### src/hw/rtl/ksst_ram.sv
module ksst_ram #(
  parameter int unsigned Width = 8,
  parameter int unsigned Depth = 16
) (
  input  logic                     clk_i,
  input  logic                     we_i,
  input  logic [$clog2(Depth)-1:0] waddr_i,
  input  logic [Width-1:0]         wdata_i,
  input  logic [$clog2(Depth)-1:0] raddr_i,
  output logic [Width-1:0]         rdata_o
);

  logic [Width-1:0] mem_q [Depth];
  logic [Width-1:0] rdata_q;

  // One write port and one registered read port.
  always_ff @(posedge clk_i) begin
    if (we_i) begin
      mem_q[waddr_i] <= wdata_i;
    end
    rdata_q <= mem_q[raddr_i];
  end

  assign rdata_o = rdata_q;

endmodule

### config.mk
export PLATFORM = sky130hd
export DESIGN_NAME = ksst_ram
export DESIGN_NICKNAME = d
export VERILOG_FILES = /design/src/hw/rtl/ksst_ram.sv
export SDC_FILE = /design/constraint.sdc
export NUM_CORES = 1
export LEC_CHECK = 0
export BUFFER_PORTS_ARGS = -buffer_cell sky130_fd_sc_hd__buf_2
export CAP_MARGIN = 20
export CORE_MARGIN = 8
export CORE_UTILIZATION = 54
export DETAILED_ROUTE_END_ITERATION = 8
export PLACE_DENSITY = 0.81
export SLEW_MARGIN = 20
export SYNTH_ARGS = -nofsm -noshare
export SYNTH_HDL_FRONTEND = slang
export SYNTH_SLANG_ARGS = --single-unit
### constraint.sdc
create_clock -name clk_i -period 1.7 [get_ports clk_i]
set_clock_uncertainty 0.15 [all_clocks]
set_input_delay 0.255 -clock clk_i [delete_from_list [all_inputs] [get_ports clk_i]]
set_output_delay 0.255 -clock clk_i [all_outputs]
set_load 0.05 [all_outputs]
==> metrics.md <==
| Metric | Value |
|---|---|
| Syn avg cell area | ~22 sq um |
| Final nets | about 320 |
| Multi-input gate area | ~1100 sq um |
| Total track usage | between 10% and 20% |
| WL/cell | around 23 um |
| Initial Util | 55.71% |
| I/O Buffers | 25 |
| Vias | 2518 |
| Seq cells post-synth | 136 |
| Via-to-Cell Ratio | 5.736 |
| Slowest stage delay, CP | 350 ps |
| Residual DRC | 0 |
| Fraction of registers with async set/reset | 0% |
| Setup-failing EPs final | 0 |
| CTS sink cnt | 136 |
| CTS tree | built |
| Buf/Inv on CP | 1 |
| Seq pwr share | 47.8% |
| Initial antenna violation count | 0 |
| Commonest cells in the netlist | edfxtp_1, mux4_2, a22oi_1 |
| Top-area cell type share of the netlist area | 74.67% |
| Routed wire length | 10200 um |
| Rows | 35 |
| CP cell instances | buf_2 |
| Warnings from Yosys | 0 |
| Crit path max fanout | 1 |
| Switch share | 20.38% |
| TNS Setup | 0 ps |
| Initial DRC Count | 231 |
| Hold buffers post-CTS | 8 |
| Crit path kind | register to output pin |
| Routability Congestion | 0.7305 |
| Top-count cell post-synth | edfxtp_1 |
| H-tree depth | 4 |
| Core box area | 9240 sq um |
| Max-slew violations | 0 |
| Synthesized area | a little over 5000 sq um |
| Die extent in x | approximately 110 um |
| Part of the power in combinational logic | 5.7% |
| Worst-margin pin slew | 393.9 ps |
| Postcts setup bufs | 0 |
| CTS-repair resized insts | 0 |
| Int Pwr | 0.006285 W |
| CP endpoint kind | output pin |
| Number of I/O pins | 26 |
| Sw power | about 0.0016 W |
| Antenna-violating nets left | 0 |
| RSZ-0062 raised after global routing | no |
| Reg clk slew, reported paths | 60 ps |
| Clock power share | 46.5% |
| Die area | about 13000 sq um |
| Top cells by area, synth | edfxtp_1, mux4_2, mux4_1 |
| Leak | 2.156 nW |
| CP max stage cell | dfxtp_1 |
| Req. time, crit path | 1290 ps |
| Fin cells | 439 |
| Dpl cells | around 400 |
| FF/Latch Area | 4004 sq um |
| Delay-heaviest family, CP | flip-flops |
| Register area share after synthesis | 77.78% |
| Min-delay worst type | input pin to register |
| Clk root buf | clkbuf_8 |
| Dpl hpwl | between 6000 and 7000 um |
| Peak supply drop | roughly 0.0009 V |
| PD cells | between 1000 and 1500 nW/um^2 |
| Mapped Cells | between 200 and 250 |
| Worst skew pair latency | slightly above 500 ps |
| Filler instances | 552 |
| Drt first pass iters | 4 |
| Synth unique cells | 19 |
| Yosys top cell by area | edfxtp_1 |
| CTS buffer count | 17 |
| Area Overhead vs Synth | 21.46% |
| Antenna Cells | 0 |
| Share of cells above drive strength 1 | 31.94% |
| Max_slew headroom | 73.74% |
| CP Launch Type | register |
| First-pass GRT wire length | 15370 um |
| Outcome | finished clean |
| Global route total overflow | 0 |
| Post-synth EDFFs | between 100 and 150 |
| Max_cap viols | 0 |
| Final hold violation count | 0 |
| Die height | 113.6 um |
| Synth Flop Type | edfxtp_1 |
| CP Data Arrival Time | 1140 ps |
| Min cycle time layout | 1546 ps |
| Synth Net Count | 247 |
| Vias in the first global route | 2701 |
| Crit share post-route | about nine tenths |
| F_max | 646.8 MHz |
| CTS max path bufs | 2 |
| Worst hold margin | ~160 ps |
| Largest net degree at the start of global routing | 22 |
[routing by layer]
metal	vias up	track usage [%]	wire length [um]
li1	1107	-	-
met1	1303	20.61	4247
met2	102	27.22	5199
met3	6	6.392	666
met4	0	4.973	86
met5	-	0	0
[worst paths after layout]
check	from	end	slack (ps)	cells past startpoint
worst min-delay path	waddr_i[0]	mem_q[0][4]	160	3
worst max-delay path	rdata_o[6]	rdata_o[6]	150	1
worst max register to register	mem_q[5][1]	rdata_o[1]	160	3
worst min register to register	mem_q[7][0]	rdata_o[0]	530	3
[sequential cells by signal, indices dropped and copies added (netlist names)]
name	flops
mem_q	128
rdata_o	8
[placed cells by master, fill, tap and decap left out, drive strengths merged, types with 2 or more instances in the layout]
| cell type | n |
|---|---|
| nand2b | 2 |
| clkinv | 7 |
| a22oi | 16 |
| nor2 | 13 |
| dlygate4sd3 | 8 |
| clkinvlp | 3 |
| nor3 | 4 |
| clkbuf | 18 |
| nand2 | 9 |
| mux4 | 32 |
| dfxtp | 8 |
| edfxtp | 128 |
| nand3b | 2 |
| bufinv | 4 |
| buf | 51 |
[worst min-delay path: stages]
cell,delay (ps)
buf_2,140
nor3_2,50
buf_4,180
[area by class of cell]
class | count | share of cell area, %
Sequential cell | 136 | 64.04
Multi-Input combinational cell | 83 | 16.99
Timing Repair Buffer | 59 | 6.804
Clock buffer | 18 | 6.684
Clock inverter | 14 | 2.902
Tap cell | 129 | 2.582
[metrics by stage]
stage	worst slack [ps]	utilization [%]	total power, W	area (sq um)
2_1_floorplan	28.85	-	0.004104	5152
3_3_place_gp	-69.39	60.31	0.004259	5573
3_5_place_dp	-126.9	60.31	0.004275	5573
4_1_cts	118.6	67.66	0.007947	6252
5_1_grt	91.87	67.66	0.008096	6252
6_report	153.9	67.66	0.007894	6252
[power by group through the flow]
stage	clock, W	combinational, W	sequential, W
floorplan	0	0.000191	0.00391
global placement	0	0.000420	0.00384
detailed placement	0	0.000432	0.00384
CTS	0.00372	0.000453	0.00378
global route	0.00384	0.000476	0.00378
finish	0.00367	0.000446	0.00378
[kinds of logic after synthesis]
kind of cell / after synthesis / synth area share (%)
AOI/OAI and AO/OA: 16 / 2.334
and+or+nand+nor: 35 / 3.184
DFF: 136 / 77.78
muxes: 32 / 15.02
buffers and inverters: 10 / 1.677
(Power assumes the default switching activity.)
